[config.mk]
export PLATFORM = sky130hd
export DESIGN_NAME = gtcl_fifo
export DESIGN_NICKNAME = d
export VERILOG_FILES = /design/src/sv/gtcl_fifo.sv
export SDC_FILE = /design/constraint.sdc
export NUM_CORES = 1
export LEC_CHECK = 0
export ABC_CLOCK_PERIOD_IN_PS = 900
export BUFFER_PORTS_ARGS = -buffer_cell sky130_fd_sc_hd__clkbuf_2
export CAP_MARGIN = 10
export CORE_AREA = 2 2 39 41
export DETAILED_ROUTE_END_ITERATION = 16
export DIE_AREA = 0 0 41 43
export PLACE_DENSITY = 0.46
export SLEW_MARGIN = 10
export SYNTH_ARGS = -nofsm -noshare
export SYNTH_HDL_FRONTEND = slang
export SYNTH_SLANG_ARGS = --single-unit
[constraint.sdc]
create_clock -name clk -period 0.9 [get_ports clk]
set_input_delay 0.09 -clock clk [delete_from_list [all_inputs] [get_ports clk]]
set_output_delay 0.09 -clock clk [all_outputs]
set_load 0.01 [all_outputs]
[src/sv/gtcl_fifo.sv]
// ----------------------------------------------------------------------------
// gtcl_fifo
// Short queue between the input stage and the compute pipeline.
// ----------------------------------------------------------------------------
module gtcl_fifo #(
  parameter int  DEPTH = 2,
  parameter type T     = logic
) (
  input  logic clk,
  input  logic rst_n,
  input  logic push,
  input  T     push_data,
  output logic full,
  input  logic pop,
  output logic not_empty,
  output T     pop_data
);
  localparam int AW = (DEPTH > 1) ? $clog2(DEPTH) : 1;
  localparam int CNTW = $clog2(DEPTH + 1);

  T                mem_r [DEPTH];
  logic [AW-1:0]   wp_r, wp_nxt, rp_r, rp_nxt;
  logic [CNTW-1:0] cnt_r, cnt_nxt;

  assign full      = cnt_r == CNTW'(DEPTH);
  assign not_empty = cnt_r != '0;
  assign pop_data  = mem_r[rp_r];

  always_comb begin
    wp_nxt  = wp_r;
    rp_nxt  = rp_r;
    cnt_nxt = cnt_r;
    if (push) begin
      wp_nxt = (wp_r == AW'(DEPTH - 1)) ? '0 : wp_r + 1'b1;
    end
    if (pop) begin
      rp_nxt = (rp_r == AW'(DEPTH - 1)) ? '0 : rp_r + 1'b1;
    end
    if (push && !pop) begin
      cnt_nxt = cnt_r + 1'b1;
    end else if (pop && !push) begin
      cnt_nxt = cnt_r - 1'b1;
    end
  end

  always_ff @(posedge clk) begin
    if (!rst_n) begin
      wp_r  <= '0;
      rp_r  <= '0;
      cnt_r <= '0;
    end else begin
      wp_r  <= wp_nxt;
      rp_r  <= rp_nxt;
      cnt_r <= cnt_nxt;
    end
  end

  always_ff @(posedge clk) begin
    if (push) begin
      mem_r[wp_r] <= push_data;
    end
  end

endmodule

Word-level counts from Yosys, hierarchy flattened
Memories as Yosys holds them, arrays and structs flattened. A register that Yosys moved wholly into a read port is not among the register bits.
Index checks and enable logic that the tools add are counted.
Storage, ports and cells
  register bits: 4
  RAM bits: 2
  logic and storage cells: 23
  memories: 1
Operators by class
  add/subtract/negate cells: 4
  equality and inequality tests: 1
  muxes and demuxes: 8
  reduce and logical (&&, ||, !) cells: 6
Memories
  mem_r: depth 2, width 1, read ports 1, clocked after Yosys merged registers in 1, write ports 1, RTL line 21  | T mem_r [DEPTH];
Operator list (count)
  1-bit 2-to-1 mux: 6
  2-bit 2-to-1 mux: 2
  2-bit nonzero test: 2
  1-bit adder, second input constant: 2
  2-bit by 1-bit adder with 2-bit output, second input constant: 1
  2-bit == test, second input constant: 1
  1-bit logical AND: 2
  1-bit zero test: 2
  2-bit by 1-bit subtractor with 2-bit output, second input constant: 1

Longest topological paths before layout
  depth after elaboration: 4
  depth in mapped cells: 5
  depth with buffers taken out: 5

Least setup slack after synthesis
OpenSTA, ideal clock, no wires.
  kind: reg-to-reg
  start: reg cnt_r[0]
  end: reg cnt_r[1]
  arrival: 0.892 ns
  path slack: -0.062 ns
  cell stages (with the launch flop): 4
  path buffers: 0
  period minus slack after synthesis: 0.962 ns
  path through: dfxtp_1 > xor2_1 > or3_1 > a21boi_1
On the way
  word-level cells in the longest chain between the ends: 3
  elaborated cells between the ends (all ways): 4
  those cells by class: 2 x add/sub; 2 x mux
RTL lines
  from (decl): RTL line 23  | logic [CNTW-1:0] cnt_r, cnt_nxt;
  from (signal assigned): RTL line 54  | cnt_r <= cnt_nxt;
  2-bit by 1-bit subtractor with 2-bit output: RTL line 42  | cnt_nxt = cnt_r - 1'b1;
  2-bit 2-to-1 mux: RTL line 41  | end else if (pop && !push) begin
  2-bit 2-to-1 mux (*): RTL line 39  | if (push && !pop) begin
Mark *: on every way between the ends. The rest lies on a longest branch, timed or not. The select of a mux whose other input is x is not followed.
A chain may end at the register's enable or synchronous reset.

Worst setup path in the final report
  start: reg cnt_r[0]
  end: out not_empty
On the way
  word-level cells in the longest chain between the ends: 1
RTL lines
  2-bit nonzero test: RTL line 26  | assign not_empty = cnt_r != '0;
  to (decl): RTL line 15  | output logic not_empty,
No other way between the ends.

==> summary.txt <==
Routed vias -> 214
Max-slew headroom -> 0.8903
Port bufs -> 7
Crit path max-delay cell type -> dfxtp_2
Worst-skew pair later-pin latency -> 240 ps
Largest net degree at the start of global routing -> 6
Top post-synthesis cells by area -> dfxtp_1 34%, edfxtp_1 21%, and2_1 8.5%
Synthesized Nets -> 31
Ant. Diodes -> 0
Clock Pin Slew Worst Setup and Hold Paths -> 50 ps
Vias in the first global route -> 223
Worst vdd ir -> 670.3 µV
Iteration count of the initial detailed-routing pass -> 2
Layout cells sized above 1 -> 0.5000
Pleak -> 0.0002055 µW
Max-cap violation count -> 0
Clk_skew -> 0.5655 ps
All-Layer GR Usage -> 0.07258
Fin cells -> 56
Data arrival, critical path -> 1020 ps
Cell area after synthesis -> 292.8 µm²
Area Growth Syn to Fin -> 52.56%
Core area -> 1384 µm²
Yosys warning count -> 0
Crit start category -> flip-flop
CTS tree -> built
DP HPWL -> 371.9 µm
Mapped Avg Cell Area -> 11.71 µm²
Final core utilization -> 0.3228
Critical path's top delay family -> flip-flops
Grt ovf -> 0
Inst Count DP -> 51
Chip Width -> 41 µm
Post-DP Area -> 371.6 µm²
Final WL -> 509 µm
Clock sink total -> 7
Clock Path Buffers -> 2
Failing checks -> setup timing
Synth cell types -> 15
Post-layout min period -> 1114 ps
Leading area contributor after synthesis -> dfxtp_1
Seq cells post-synth -> 7
Slew @ Worst Pin -> 164.3 ps
GPL Wtd Cong -> 0.7152
First-pass GRT wire length -> 814 µm
WS Path Type -> reg -> out
Starting Density -> 0.2116
Drt drc -> 0
Max Fanout on Critical Path -> 2
Fin nets -> 47
H-tree depth -> 1
Pre-CTS WS -> -220.0 ps
Cts-stage hold buffer count -> 0
Register area share after synthesis -> 0.5470
Top Ports -> 8
Syn Inst Count -> 25
Root buffer cell -> clkbuf_4
Final hold viol count -> 0
RSZ-0062 raised after global routing -> true
F_max -> 897.5 MHz
PwrDens -> 1971 nW/µm²
Period utilization -> 1.238
Critical path, cell by cell -> buf_4, or2_4, buf_6
Post-synth top area share -> 0.3419
Die ar. -> 1763 µm²
Avg Vias per Cell -> 3.821
CP bufs+invs -> 2
Fillers -> 149
Hold Path Class -> in -> reg
Slew Viols, Final -> 0
First DRT Iteration DRCs -> 1
Height of the die -> 43 µm
Row Count -> 14
Run status -> finished with violations
Initial antenna violation count -> 0
Final instance area -> 446.7 µm²
Critical path capture point type -> output pin
Post-route ant nets -> 0
Inserted Clock Buffers -> 3
Worst Path Required -> 810 ps
# setup viols final -> 5
Wire per inst -> 9.089 µm
Setup WS post-layout -> -214.2 ps
Critical Path Max Stage Delay -> 320 ps
==> report_power, final <==
part	internal [µW]	switching, µW
clock	169	106
sequential	359	18.6
combinational	149	78.2
==> through the flow <==
stage / setup TNS, ps / power, µW / hold slack, ps
2_1_floorplan: -34.37 / 468.8 / 188.9
3_3_place_gp: -175.5 / 531.2 / 282.4
3_5_place_dp: -246.9 / 537.9 / 285.6
4_1_cts: -823.4 / 849.0 / 27.40
5_1_grt: -971.3 / 933.6 / 20.38
6_report: -798.6 / 880.3 / 38.06
==> Yosys cell counts <==
cell and count:
a21boi_1 1, and2_1 4, and2b_2 1, dfxtp_1 5, edfxtp_1 2, ha_1 1, inv_1 1, mux2_2 1
nor2b_1 2, o21a_1 1, o21ai_0 1, or2_2 1, or3_1 1, xnor2_1 1, xor2_1 2
==> layout make-up <==
| class | count | area [µm²] | share of cell area |
|---|---|---|---|
| Sequential cell | 7 | 162.7 | 0.3641 |
| Multi-Input combinational cell | 17 | 142.6 | 0.3193 |
| Timing Repair Buffer | 11 | 91.34 | 0.2045 |
| Clock buffer | 4 | 26.28 | 0.05882 |
| Tap cell | 16 | 20.02 | 0.04482 |
| Inverter | 1 | 3.754 | 0.008403 |
==> logic make-up (layout without fill, tap and decap cells) <==
group	count (synthesis)	in the layout	share of synthesized area
AND/OR/NAND/NOR	9	9	0.2009
flip-flops	7	7	0.5470
AO/OA/AOI/OAI	3	3	0.06838
XOR/XNOR	3	3	0.08976
adder cells (fa/ha/maj)	1	1	0.04273
multiplexers	1	1	0.03846
buffers and inverters	1	16	0.01281
==> routing by layer <==
layer / vias up / track usage / routed length (µm)
met1: 98 / 0.06840 / 215
li1: 112 / - / -
met3: 0 / 0.04712 / 20
met2: 4 / 0.1031 / 273
met4: 0 / 0.06000 / 0
met5: - / 0 / 0
==> layout by cell type (no fill, tap or decap) <==
cell | Yosys | routed
ha_1 | 1 | 1
dfxtp_2 | 0 | 2
or3_1 | 1 | 1
and2b_2 | 1 | 1
or2_4 | 0 | 1
inv_1 | 1 | 1
dfxtp_1 | 5 | 3
clkbuf_4 | 0 | 3
nor2b_1 | 2 | 2
edfxtp_1 | 2 | 2
a21boi_1 | 1 | 1
clkbuf_1 | 0 | 1
xnor2_2 | 0 | 1
xor2_1 | 2 | 2
buf_6 | 0 | 5
mux2_4 | 0 | 1
o21a_1 | 1 | 1
buf_4 | 0 | 2
and2_1 | 4 | 4
o21ai_0 | 1 | 1
clkbuf_2 | 0 | 4
==> worst paths after layout <==
kind / startpoint / endpoint / slack, ps / cells after the start
worst max register to register: cnt_r[0]$_SDFFE_PN0P_ / cnt_r[1]$_SDFFE_PN0P_ / -210 / 4
worst min register to register: cnt_r[1]$_SDFFE_PN0P_ / cnt_r[1]$_SDFFE_PN0P_ / 530 / 2
worst max-delay path: cnt_r[0]$_SDFFE_PN0P_ / not_empty / -210 / 3
worst min-delay path: push_data / mem_r[1]$_DFFE_PP_ / 40 / 1
==> timing repair <==
item / CTS / global route
buffers inserted: 1 / 1
endpoints found under the setup margin: 4 / 5
resized for setup: 4 / 8
pin swaps: 1 / 1
No activity file was read; power rests on OpenSTA's default activity.
