`src/sv/gtcl_pkg.sv`:
```
// ----------------------------------------------------------------------------
// gtcl_pkg
// Shared types and constants for the gradient to correlation length block.
// ----------------------------------------------------------------------------
package gtcl_pkg;

  localparam int CFG_AW = 2;
  localparam int CFG_DW = 24;

  localparam logic [CFG_AW-1:0] CFG_MAX_LENGTH = 2'd0;
  localparam logic [CFG_AW-1:0] CFG_LENGTH_NUM = 2'd1;
  localparam logic [CFG_AW-1:0] CFG_MASK_DEPTH = 2'd2;

  localparam logic [15:0] MAX_LENGTH_RST = 16'd25000;
  localparam logic [15:0] LENGTH_NUM_RST = 16'd500;
  localparam logic signed [23:0] MASK_DEPTH_RST = 24'sd500;

  localparam int CORDIC_STEPS = 20;
  localparam int ATAN_W = 21;

  typedef struct packed {
    logic signed [23:0] grad_east;
    logic signed [23:0] grad_north;
    logic signed [23:0] depth_cm;
  } in_item_t;

  typedef struct packed {
    logic [23:0]        slope_mag;
    logic signed [15:0] dir_east;
    logic signed [15:0] dir_north;
    logic signed [15:0] azimuth_cdeg;
    logic [15:0]        length_along;
    logic [15:0]        length_east;
    logic [15:0]        length_north;
    logic               masked;
  } out_item_t;

  typedef struct packed {
    logic [15:0]        max_length;
    logic [15:0]        length_numerator;
    logic signed [23:0] mask_depth;
  } cfg_t;

  typedef struct packed {
    logic signed [23:0] e;
    logic signed [23:0] n;
    logic [23:0]        ae;
    logic [23:0]        an;
    logic               masked;
  } q_item_t;

  // arctangent of 2^-i in 1/256 hundredths of a degree
  function automatic logic [ATAN_W-1:0] atan_val(input int i);
    logic [ATAN_W-1:0] v;
    case (i)
      0:  v = 21'd1152000;
      1:  v = 21'd680065;
      2:  v = 21'd359328;
      3:  v = 21'd182400;
      4:  v = 21'd91554;
      5:  v = 21'd45822;
      6:  v = 21'd22916;
      7:  v = 21'd11459;
      8:  v = 21'd5730;
      9:  v = 21'd2865;
      10: v = 21'd1432;
      11: v = 21'd716;
      12: v = 21'd358;
      13: v = 21'd179;
      14: v = 21'd90;
      15: v = 21'd45;
      16: v = 21'd22;
      17: v = 21'd11;
      18: v = 21'd6;
      19: v = 21'd3;
      default: v = '0;
    endcase
    return v;
  endfunction

endpackage

```
`src/sv/gtcl_cfg.sv`:
```
// ----------------------------------------------------------------------------
// gtcl_cfg
// Configuration register file, write only.
// ----------------------------------------------------------------------------
module gtcl_cfg (
  input  logic                          clk,
  input  logic                          rst_n,
  input  logic                          cfg_we,
  input  logic [gtcl_pkg::CFG_AW-1:0]   cfg_addr,
  input  logic [gtcl_pkg::CFG_DW-1:0]   cfg_wdata,
  output gtcl_pkg::cfg_t                cfg
);
  import gtcl_pkg::*;

  cfg_t cfg_r;

  always_ff @(posedge clk) begin
    if (!rst_n) begin
      cfg_r.max_length       <= MAX_LENGTH_RST;
      cfg_r.length_numerator <= LENGTH_NUM_RST;
      cfg_r.mask_depth       <= MASK_DEPTH_RST;
    end else if (cfg_we) begin
      unique case (cfg_addr)
        CFG_MAX_LENGTH: cfg_r.max_length       <= cfg_wdata[15:0];
        CFG_LENGTH_NUM: cfg_r.length_numerator <= cfg_wdata[15:0];
        CFG_MASK_DEPTH: cfg_r.mask_depth       <= signed'(cfg_wdata);
        default: ;
      endcase
    end
  end

  assign cfg = cfg_r;

endmodule

```
`config.mk`:
```
export PLATFORM = sky130hd
export DESIGN_NAME = gtcl_cfg
export DESIGN_NICKNAME = d
export VERILOG_FILES = /design/src/sv/gtcl_pkg.sv /design/src/sv/gtcl_cfg.sv
export SDC_FILE = /design/constraint.sdc
export NUM_CORES = 1
export LEC_CHECK = 0
export BUFFER_PORTS_ARGS = -buffer_cell sky130_fd_sc_hd__buf_2
export CAP_MARGIN = 30
export CORE_ASPECT_RATIO = 0.6
export CORE_UTILIZATION = 23
export CTS_CLUSTER_DIAMETER = 100
export DETAILED_ROUTE_END_ITERATION = 12
export PLACE_DENSITY = 0.46
export REMOVE_ABC_BUFFERS = 1
export SLEW_MARGIN = 20
export SYNTH_ARGS = -nofsm -noshare
export SYNTH_HDL_FRONTEND = slang
export SYNTH_SLANG_ARGS = --single-unit
```
`constraint.sdc`:
```
create_clock -name clk -period 1.53 [get_ports clk]
set_clock_uncertainty 0.15 [all_clocks]
set_input_delay 0.0765 -clock clk [delete_from_list [all_inputs] [get_ports clk]]
set_output_delay 0.0765 -clock clk [all_outputs]
set_load 0.01 [all_outputs]
```
# Word level (Yosys, flattened, before mapping)
# Cells that the tools add are included.
# op_classes
eq_ne,2
n_reduce_logical,4
# op_table
op,count
$reduce_and A2 Y1,3
$eq A2 B1 Y1 const B,1
$eq A2 B2 Y1 const B,1
$logic_not A2 Y1,1
# totals
wordCells,9
out_inout_bits,56
regBits,56
in_bits,29

# Depth between registers and ports, before layout
# Gate-level depths: netlist of the first run.
# logic_depth
depth_word,2
ltp_mapped,4
depth_no_buf,2

# Worst setup path after synthesis of the first run
# OpenSTA, ideal clock, no wires.
# synth_path
path_kind,input port to flip-flop
start,in rst_n
end,"reg cfg_r, in the netlist cfg[26]"
setup_ps,122
arrival_time_ps,660
required_time_ps,1258
slack_ps,597
path_stages,4
cell_sequence,buf_2 -> clkbuf_1 -> nor2b_1 -> mux2i_1
# synth_lines
item,line,rtl
"start, declared",gtcl_cfg.sv:7,"input logic rst_n,"
"end, declared",gtcl_cfg.sv:15,cfg_t cfg_r;

# Final worst setup path of the first run
# layout_path
start,in cfg_we
end,"reg cfg_r, in the netlist cfg[34]"
# layout_between
elab_chain_len,1
# layout_lines
item,line,rtl
"start, declared",gtcl_cfg.sv:8,"input logic cfg_we,"
$reduce_and A2 Y1 (no line),--,
# No other way between the ends.
# A chain may end at the register's enable or synchronous reset.

==> results of run 1 <==
-- through the flow --
step,utilization (%),power [W],instance area (µm²)
global placement,30.14,0.001885,2790
finish,34.51,0.003090,3194
detailed placement,30.14,0.001888,2790
CTS,34.51,0.003158,3194
global route,34.51,0.003242,3194
floorplan,-,0.001712,2108
-- routing by layer --
layer	vias to the layer above	GRT usage, %	routed length (µm)
met5	-	0	0
met3	4	5.655	517
li1	931	-	-
met4	0	2.471	27
met1	815	15.27	2896
met2	59	16.32	2189
-- cell usage in the layout, fill, tap and decap left out --
cell	n
buf_2	84
nand2_1	59
dfxtp_1	56
mux2i_1	53
dlygate4sd3_1	25
nor2b_1	21
buf_4	7
clkbuf_16	5
inv_1	3
nand4bb_1	3
o211ai_1	3
nand3b_1	2
clkinvlp_4	2
buf_12	2
nor3b_4	1
and3b_1	1
clkbuf_8	1
-- final cells by class --
type / instances / share of cell area, %
flip-flops and latches: 56 / 35.10
multi-input cells: 143 / 30.75
repair buffers: 118 / 23.89
well taps: 130 / 5.092
clock buffers: 6 / 4.348
clock inverters: 2 / 0.4700
inverters: 3 / 0.3525
-- path summary, 6_finish.rpt --
check	endpoint	slack, ns
setup / recovery	cfg[34]	0.13
hold reg to reg	cfg[16]	0.31
hold / removal	cfg[53]	0.06
setup reg to reg	cfg[26]	0.75
-- logic make-up after synthesis --
kind of cell / after synthesis / synth area share (%)
AO/OA/AOI/OAI: 3 / 1.019
buffers and inverters: 18 / 5.150
flip-flops: 56 / 50.71
multiplexers: 53 / 24.00
AND/OR/NAND/NOR: 87 / 19.13
-- report_power, final --
| part | leakage, nW | total, W | switching [W] | internal, W |
|---|---|---|---|---|
| Sequential | 0.456 | 0.00153 | 0.0000253 | 0.00151 |
| Clock | 0.0691 | 0.00119 | 0.000537 | 0.000653 |
| Combinational | 1.01 | 0.000365 | 0.000178 | 0.000187 |
| Total | 1.53 | 0.00309 | 0.000741 | 0.00235 |
-- critical path: stages --
cell,delay (ns)
dlygate4sd3_1,0.53
buf_2,0.17
and3b_1,0.35
buf_12,0.17
mux2i_1,0.17
-- repair_timing --
item | in CTS | in global routing
setup buffers | 0 | 0
hold buffers | 25 | 0
endpoints found under the hold margin | 56 | 0
==> out/qor.txt, run 1 <==
Distinct cells, synth: 15
Layout cell share with drive strength beyond 1: 31.10%
Yosys warns: 0
Drt pass-1 iters: 3
Power density over cell area: 967.3 nW/µm²
Mapped Area: 2211 µm²
Total Nets Final: 356
CORE AREA: 9256 µm²
Synth top cells by count: nand2_1, dfxtp_1, mux2i_1
First-pass GRT wire length: 8687 µm
Worst slack, placed: 0.3294 ns
Hold Vio Cnt, Final: 0
I/O pin total: 85
Critical path startpoint category: input port
Routed length per instance: 12.29 µm
Root Buffer: clkbuf_16
Vias in the first global route: 1722
Ant diodes: 0
Clock sink total: 56
Worst vdd ir: 0.4179 mV
Slew margin rel.: 70.81%
CTS resizes: 0
Async S/R FF share, synth: 0%
ANT nets after route: 0
WP data required: 1.60 ns
Clock buffer depth: 2
Hold slack final: 0.05776 ns
Crit-path max FO: 7
Top cell type's share of synthesized area: 50.71%
Worst Setup SP: cfg_we
Synth area leaders: dfxtp_1, mux2i_1, nand2_1, nor2b_1, buf_6
Vias per Instance: 3.950
Syn Inst Count: 217
RSZ-0062 raised after global routing: no
Fin cells: 458
Reg2Reg Depth: 2
Worst Tran Pin Value: 0.4365 ns
Worst Hold Depth: 3
Dpl hpwl: 3973 µm
Run status: finished, final reports clean
Multi-input gate area: 982.2 µm²
Slew Limit Fails: 0
Seq/Total Area, Yosys: 50.71%
Flops & latches, synth: 56
Register area: 1121 µm²
Num rows: 27
CTS Buf Count: 5
# setup viols final: 0
# Max-Cap Violations: 0
Die X: 128.6 µm
Max frequency: 715.1 MHz
DR iter-0 viols: 41
Via count: 1809
HP Class: input port to register
RePlAce Congestion: 0.6890
Final TNS setup: 0 ns
Skew-Pair Late Insertion Delay: 0.29 ns
Critical Path End Type: register
Final worst slack: 0.1316 ns
Total Routing Usage GR: 11.44%
Synth Flop Type: dfxtp_1
Area growth, synth to finish: 44.48%
Synthesized area per cell: 10.19 µm²
Tmin final: 1.398 ns
Worst Setup Path Type: input port to register
Grt ovf: 0
Hold path startpoint: cfg_addr[0]
# fillers: 996
Flip-flop count of the largest register after layout: 56
Total Wirelength: 5630 µm
Post-synth EDFFs: 0
LEAKAGE: 1.532 nW
Largest net degree at the start of global routing: 30
H-tree levels: 2
PortBufs: 84
Final Cycle Share: 91.40%
DRC Markers: 0
Yosys top cell by area: dfxtp_1
R2R Path Start: cfg[26]
Dpl cells: 425
CTS tree: yes
Most common cell in the netlist: nand2_1
Die Y: 77.95 µm
Antenna violations before repair: 0
Clock transition at the registers of the reported paths: 0.07 ns
Initial core utilization: 23.88%
WP data arrival: 1.47 ns
DIE AREA: 10020 µm²
(Power assumes the default switching activity.)
==> inputs of run 2 (changes only) <==
--- a/config.mk
+++ b/config.mk
@@ -8,10 +8,10 @@
 export BUFFER_PORTS_ARGS = -buffer_cell sky130_fd_sc_hd__buf_2
 export CAP_MARGIN = 30
 export CORE_ASPECT_RATIO = 0.6
-export CORE_UTILIZATION = 23
+export CORE_UTILIZATION = 52
 export CTS_CLUSTER_DIAMETER = 100
 export DETAILED_ROUTE_END_ITERATION = 12
-export PLACE_DENSITY = 0.46
+export PLACE_DENSITY = 0.86
 export REMOVE_ABC_BUFFERS = 1
 export SLEW_MARGIN = 20
 export SYNTH_ARGS = -nofsm -noshare
==> run 2 against run 1 <==
Compared with the run above: fmax is 3.5% lower; cell area shrank 3.2%; clock-buffer cell count decreased by 1; global-route usage up 13 points; first-iteration DRC count grew 68%; clock power rose by 9%; largest power group unchanged; highest routed layer unchanged.
==> out/qor.txt, run 2 (synthesized netlist as in run 1, its figures left out) <==
Skew-Pair Late Insertion Delay: 0.32 ns
# Max-Cap Violations: 0
Max incr delay on CP: 0.54 ns
CTS resizes: 0
Die X: 86.18 µm
Crit path cell chain: dlygate4sd3_1 > buf_2 > nand3b_1 > buf_4 > mux2i_1
Crit-path max FO: 11
Worst Setup Path Type: input port to register
Worst slack, placed: 0.2813 ns
Clock sink total: 56
Clock buffer depth: 2
Vias in the first global route: 1741
Ant diodes: 0
Critical path startpoint category: input port
Commonest non-fill, non-tap cell in the layout: buf_2
DR iter-0 viols: 69
Slew Limit Fails: 0
Via count: 1824
H-tree levels: 2
Worst vdd ir: 0.6712 mV
Hold path endpoint: cfg[43]
CTS Buf Count: 5
Area growth, synth to finish: 39.90%
R2R Path Start: cfg[12]
Fin cells: 383
Num rows: 17
I/O pin total: 85
ANT nets after route: 0
DIE AREA: 4525 µm²
Largest net degree at the start of global routing: 68
Dpl hpwl: 3279 µm
Run status: finished, final reports clean
Power density over cell area: 1032 nW/µm²
Layout cell share with drive strength beyond 1: 30.67%
Root Buffer: clkbuf_8
Hold Vio Cnt, Final: 0
Flip-flop count of the largest register after layout: 56
Max frequency: 689.9 MHz
PortBufs: 84
RePlAce Congestion: 0.7149
Most frequent cells in the layout: buf_2, nand2_1, dfxtp_1, mux2i_1, dlygate4sd3_1
Total Nets Final: 354
Antenna violations before repair: 0
Clock transition at the registers of the reported paths: 0.10 ns
Grt ovf: 0
Dpl cells: 350
LEAKAGE: 1.532 nW
CTS tree: yes
Initial core utilization: 57.11%
WP data required: 1.62 ns
Slowest-stage cell, CP: dlygate4sd3_1
Slew margin rel.: 68.60%
Total Routing Usage GR: 24.87%
First-pass GRT wire length: 8238 µm
HP Class: input port to register
R2R Setup Slk: 0.74 ns
Hold path startpoint: cfg_addr[1]
Placed Area: 2684 µm²
Worst Tran Pin Value: 0.4696 ns
DRC Markers: 0
Vias per Instance: 4.762
Final Cycle Share: 94.74%
Tmin final: 1.450 ns
Routed length per instance: 13.54 µm
WP data arrival: 1.54 ns
Critical Path End Type: register
Final core utilization: 79.90%
Reg2reg end: cfg[12]
Final worst slack: 0.08042 ns
Reg2Reg Depth: 2
Worst Hold Depth: 3
Die Y: 52.51 µm
# setup viols final: 0
RSZ-0062 raised after global routing: no
CORE AREA: 3871 µm²
Finished Cell Area: 3093 µm²
Total Wirelength: 5185 µm
Final TNS setup: 0 ns
Drt pass-1 iters: 4
## run 2: cell count changes in the layout (fill, tap and decap cells not counted), sizes merged
| cell | previous run | this run |
|---|---|---|
| buf | 93 | 91 |
| bufinv | 0 | 3 |
| clkbuf | 6 | 5 |
| clkinvlp | 2 | 0 |
## run 2: through the flow
stage,hold WS [ns],total power (W)
2_1_floorplan,0.01537,0.001712
3_3_place_gp,0.1743,0.001868
3_5_place_dp,0.1795,0.001874
4_1_cts,0.02695,0.003198
5_1_grt,0.03613,0.003301
6_report,0.03197,0.003192
## run 2: worst max path at each step
stage | startpoint | endpoint | cells after the start
2_1_floorplan | cfg_addr[0] | cfg[0] | 2
3_3_place_gp | cfg_addr[0] | cfg[5] | 4
3_5_place_dp | cfg_addr[0] | cfg[18] | 4
4_1_cts | cfg_we | cfg[14] | 5
5_1_grt | cfg_we | cfg[12] | 5
6_report | cfg_we | cfg[16] | 5
## run 2: what timing repair did
item,in CTS,in global routing
hold buffers,25,0
endpoints found under the hold margin,56,0
buffers inserted,0,0
## run 2: area by class of cell
cell class | instances | area [µm²]
Clock inverter | 3 | 90.09
Inverter | 3 | 11.26
Clock buffer | 5 | 68.82
Sequential cell | 56 | 1121
Fill cell | 252 | 778.2
Multi-Input combinational cell | 143 | 982.2
Timing Repair Buffer | 116 | 748.2
Tap cell | 57 | 71.32
## run 2: metal layers
| layer | up-vias | wire (µm) | global-route usage, % | share of wire [%] |
|---|---|---|---|---|
| li1 | 926 | - | - | - |
| met5 | - | 0 | 0 | 0 |
| met3 | 7 | 447 | 10.39 | 8.6 |
| met1 | 825 | 2392 | 29.56 | 46 |
| met4 | 0 | 68 | 8.333 | 1.3 |
| met2 | 66 | 2275 | 41.14 | 44 |
## run 2: power breakdown
group	internal (W)	total [W]	switching (W)
Clock	0.000818	0.00130	0.000481
Combinational	0.000184	0.000356	0.000172
Sequential	0.00151	0.00154	0.0000273
Total	0.00251	0.00319	0.000680
## run 2: worst max-delay path, delay by kind of cell
| kind | cells | cell delay [ns] |
|---|---|---|
| buffers and inverters | 3 | 0.99 |
| and+or+nand+nor | 1 | 0.25 |
| muxes | 1 | 0.22 |
==> inputs of run 3 (changes only) <==
--- a/config.mk
+++ b/config.mk
@@ -8,10 +8,10 @@
 export BUFFER_PORTS_ARGS = -buffer_cell sky130_fd_sc_hd__buf_2
 export CAP_MARGIN = 30
 export CORE_ASPECT_RATIO = 0.6
-export CORE_UTILIZATION = 52
+export CORE_UTILIZATION = 43
 export CTS_CLUSTER_DIAMETER = 100
 export DETAILED_ROUTE_END_ITERATION = 12
-export PLACE_DENSITY = 0.86
+export PLACE_DENSITY = 0.76
 export REMOVE_ABC_BUFFERS = 1
 export SLEW_MARGIN = 20
 export SYNTH_ARGS = -nofsm -noshare
==> constraint.sdc (replaced) <==
create_clock -name clk -period 1.2 [get_ports clk]
set_clock_uncertainty 0.15 [all_clocks]
set_input_delay 0.06 -clock clk [delete_from_list [all_inputs] [get_ports clk]]
set_output_delay 0.06 -clock clk [all_outputs]
set_load 0.01 [all_outputs]
==> run 3 against run 2 <==
Compared with the run above: clock-buffer cell count unchanged; non-clock buffer count up 3; register-to-register slack lost 0.32 ns; die area rose by 20%; sequential power grew 27%; utilization shrank 15 points.
==> out/qor.txt, run 3 (synthesized netlist as in run 1, its figures left out) <==
Routed length per instance: 12.87 µm
DIE AREA: 5442 µm²
Most frequent cells in the layout: buf_2, nand2_1, dfxtp_1, mux2i_1, dlygate4sd3_1
Final Cycle Share: 84.48%
Run status: finished, final reports clean
Power density over cell area: 1232 nW/µm²
Slew margin rel.: 84.77%
WP data arrival: 0.80 ns
LEAKAGE: 1.536 nW
RePlAce Congestion: 0.7227
ANT nets after route: 0
RSZ-0062 raised after global routing: no
Worst slack, placed: 0.1025 ns
CORE AREA: 4755 µm²
Clock transition at the registers of the reported paths: 0.10 ns
Vias in the first global route: 1721
Antenna violations before repair: 0
First-pass GRT wire length: 7824 µm
I/O pin total: 85
Critical path startpoint category: register
Clock buffer depth: 2
Post-CTS Setup Bufs: 0
Crit path cell chain: buf_2
# setup viols final: 0
Root Buffer: clkbuf_8
Dpl hpwl: 3395 µm
Top Usage Layer GRT: met2
Flip-flop count of the largest register after layout: 56
Largest net degree at the start of global routing: 60
R2R Path Start: cfg[43]
Via count: 1832
# Max-Cap Violations: 0
Slowest-stage cell, CP: dfxtp_1
GRT met1 Usage: 24.30%
Max frequency: 986.4 MHz
Crit-path max FO: 2
Clock sink total: 56
DR iter-0 viols: 47
CTS resizes: 0
HP Class: input port to register
GR Layer Usage met2: 30.02%
CTS tree: yes
Grt ovf: 0
Skew-Pair Late Insertion Delay: 0.30 ns
Vias per Instance: 4.685
Worst Tran Pin Value: 0.2285 ns
Ant diodes: 0
Die X: 94.57 µm
Final worst slack: 0.1862 ns
Max incr delay on CP: 0.36 ns
Total Wirelength: 5031 µm
Hold Vio Cnt, Final: 0
Critical Path End Type: output pin
CTS Buf Count: 5
Tmin final: 1.014 ns
Hold path startpoint: rst_n
R2R Setup Slk: 0.42 ns
Total Routing Usage GR: 18.84%
Worst vdd ir: 0.6576 mV
Commonest non-fill, non-tap cell in the layout: buf_2
Die Y: 57.54 µm
Sum of buffers and inverters on the critical path: 1
CP top delay family: flip-flops
Worst Setup SP: cfg[41]
DRC Markers: 0
Layout cell share with drive strength beyond 1: 31.10%
Total Nets Final: 357
Slew Limit Fails: 0
Met3 usage: 7.200%
Worst Setup Path Type: register to output pin
H-tree levels: 2
Placed Area: 2726 µm²
Num rows: 19
PortBufs: 84
Initial core utilization: 46.50%
WP data required: 0.99 ns
Finished Cell Area: 3105 µm²
Drt pass-1 iters: 4
Area growth, synth to finish: 40.46%
-- run 3: changes by cell type in the layout (fill, tap and decap cells not counted), sizes merged --
cell	before	now
bufinv	3	2
buf	91	94
-- run 3: layout make-up --
type,instances,area [µm²]
repair buffers,119,783.3
multi-input cells,143,982.2
well taps,63,78.83
clock inverters,2,60.06
fillers,401,1649
inverters,3,11.26
clock buffers,5,68.82
flip-flops and latches,56,1121
-- run 3: report_power, final --
part | leakage, nW | total, W | switching [W] | internal (W)
clock | 0.0642 | 0.00140 | 0.000580 | 0.000822
sequential | 0.456 | 0.00196 | 0.0000334 | 0.00193
combinational | 1.02 | 0.000466 | 0.000222 | 0.000244
-- run 3: timing repair --
item,CTS,global route
hold endpoints to repair,56,0
hold buffers,25,0
endpoints found under the setup margin,0,0
-- run 3: layer usage --
metal	up-vias	share of wire, %
li1	928	-
met5	-	0
met3	2	8.5
met2	58	43
met1	844	49
met4	0	0.28
-- run 3: worst paths after layout --
check / end / cells past startpoint
hold reg to reg: cfg[22] / 2
setup / recovery: cfg[41] / 1
setup reg to reg: cfg[43] / 2
hold / removal: cfg[54] / 3
-- run 3: through the flow --
| step | instances | total power, W | hold WS (ns) | setup TNS [ns] | util, % |
|---|---|---|---|---|---|
| global placement | 359 | 0.002396 | 0.1563 | 0 | 57.34 |
| global route | 391 | 0.003981 | 0.05204 | 0 | 65.32 |
| detailed placement | 359 | 0.002403 | 0.1594 | 0 | 57.34 |
| finish | 391 | 0.003827 | 0.04789 | 0 | 65.32 |
| CTS | 391 | 0.003854 | 0.03894 | 0 | 65.32 |
| floorplan | 202 | 0.002183 | -0.001131 | -11.29 | - |
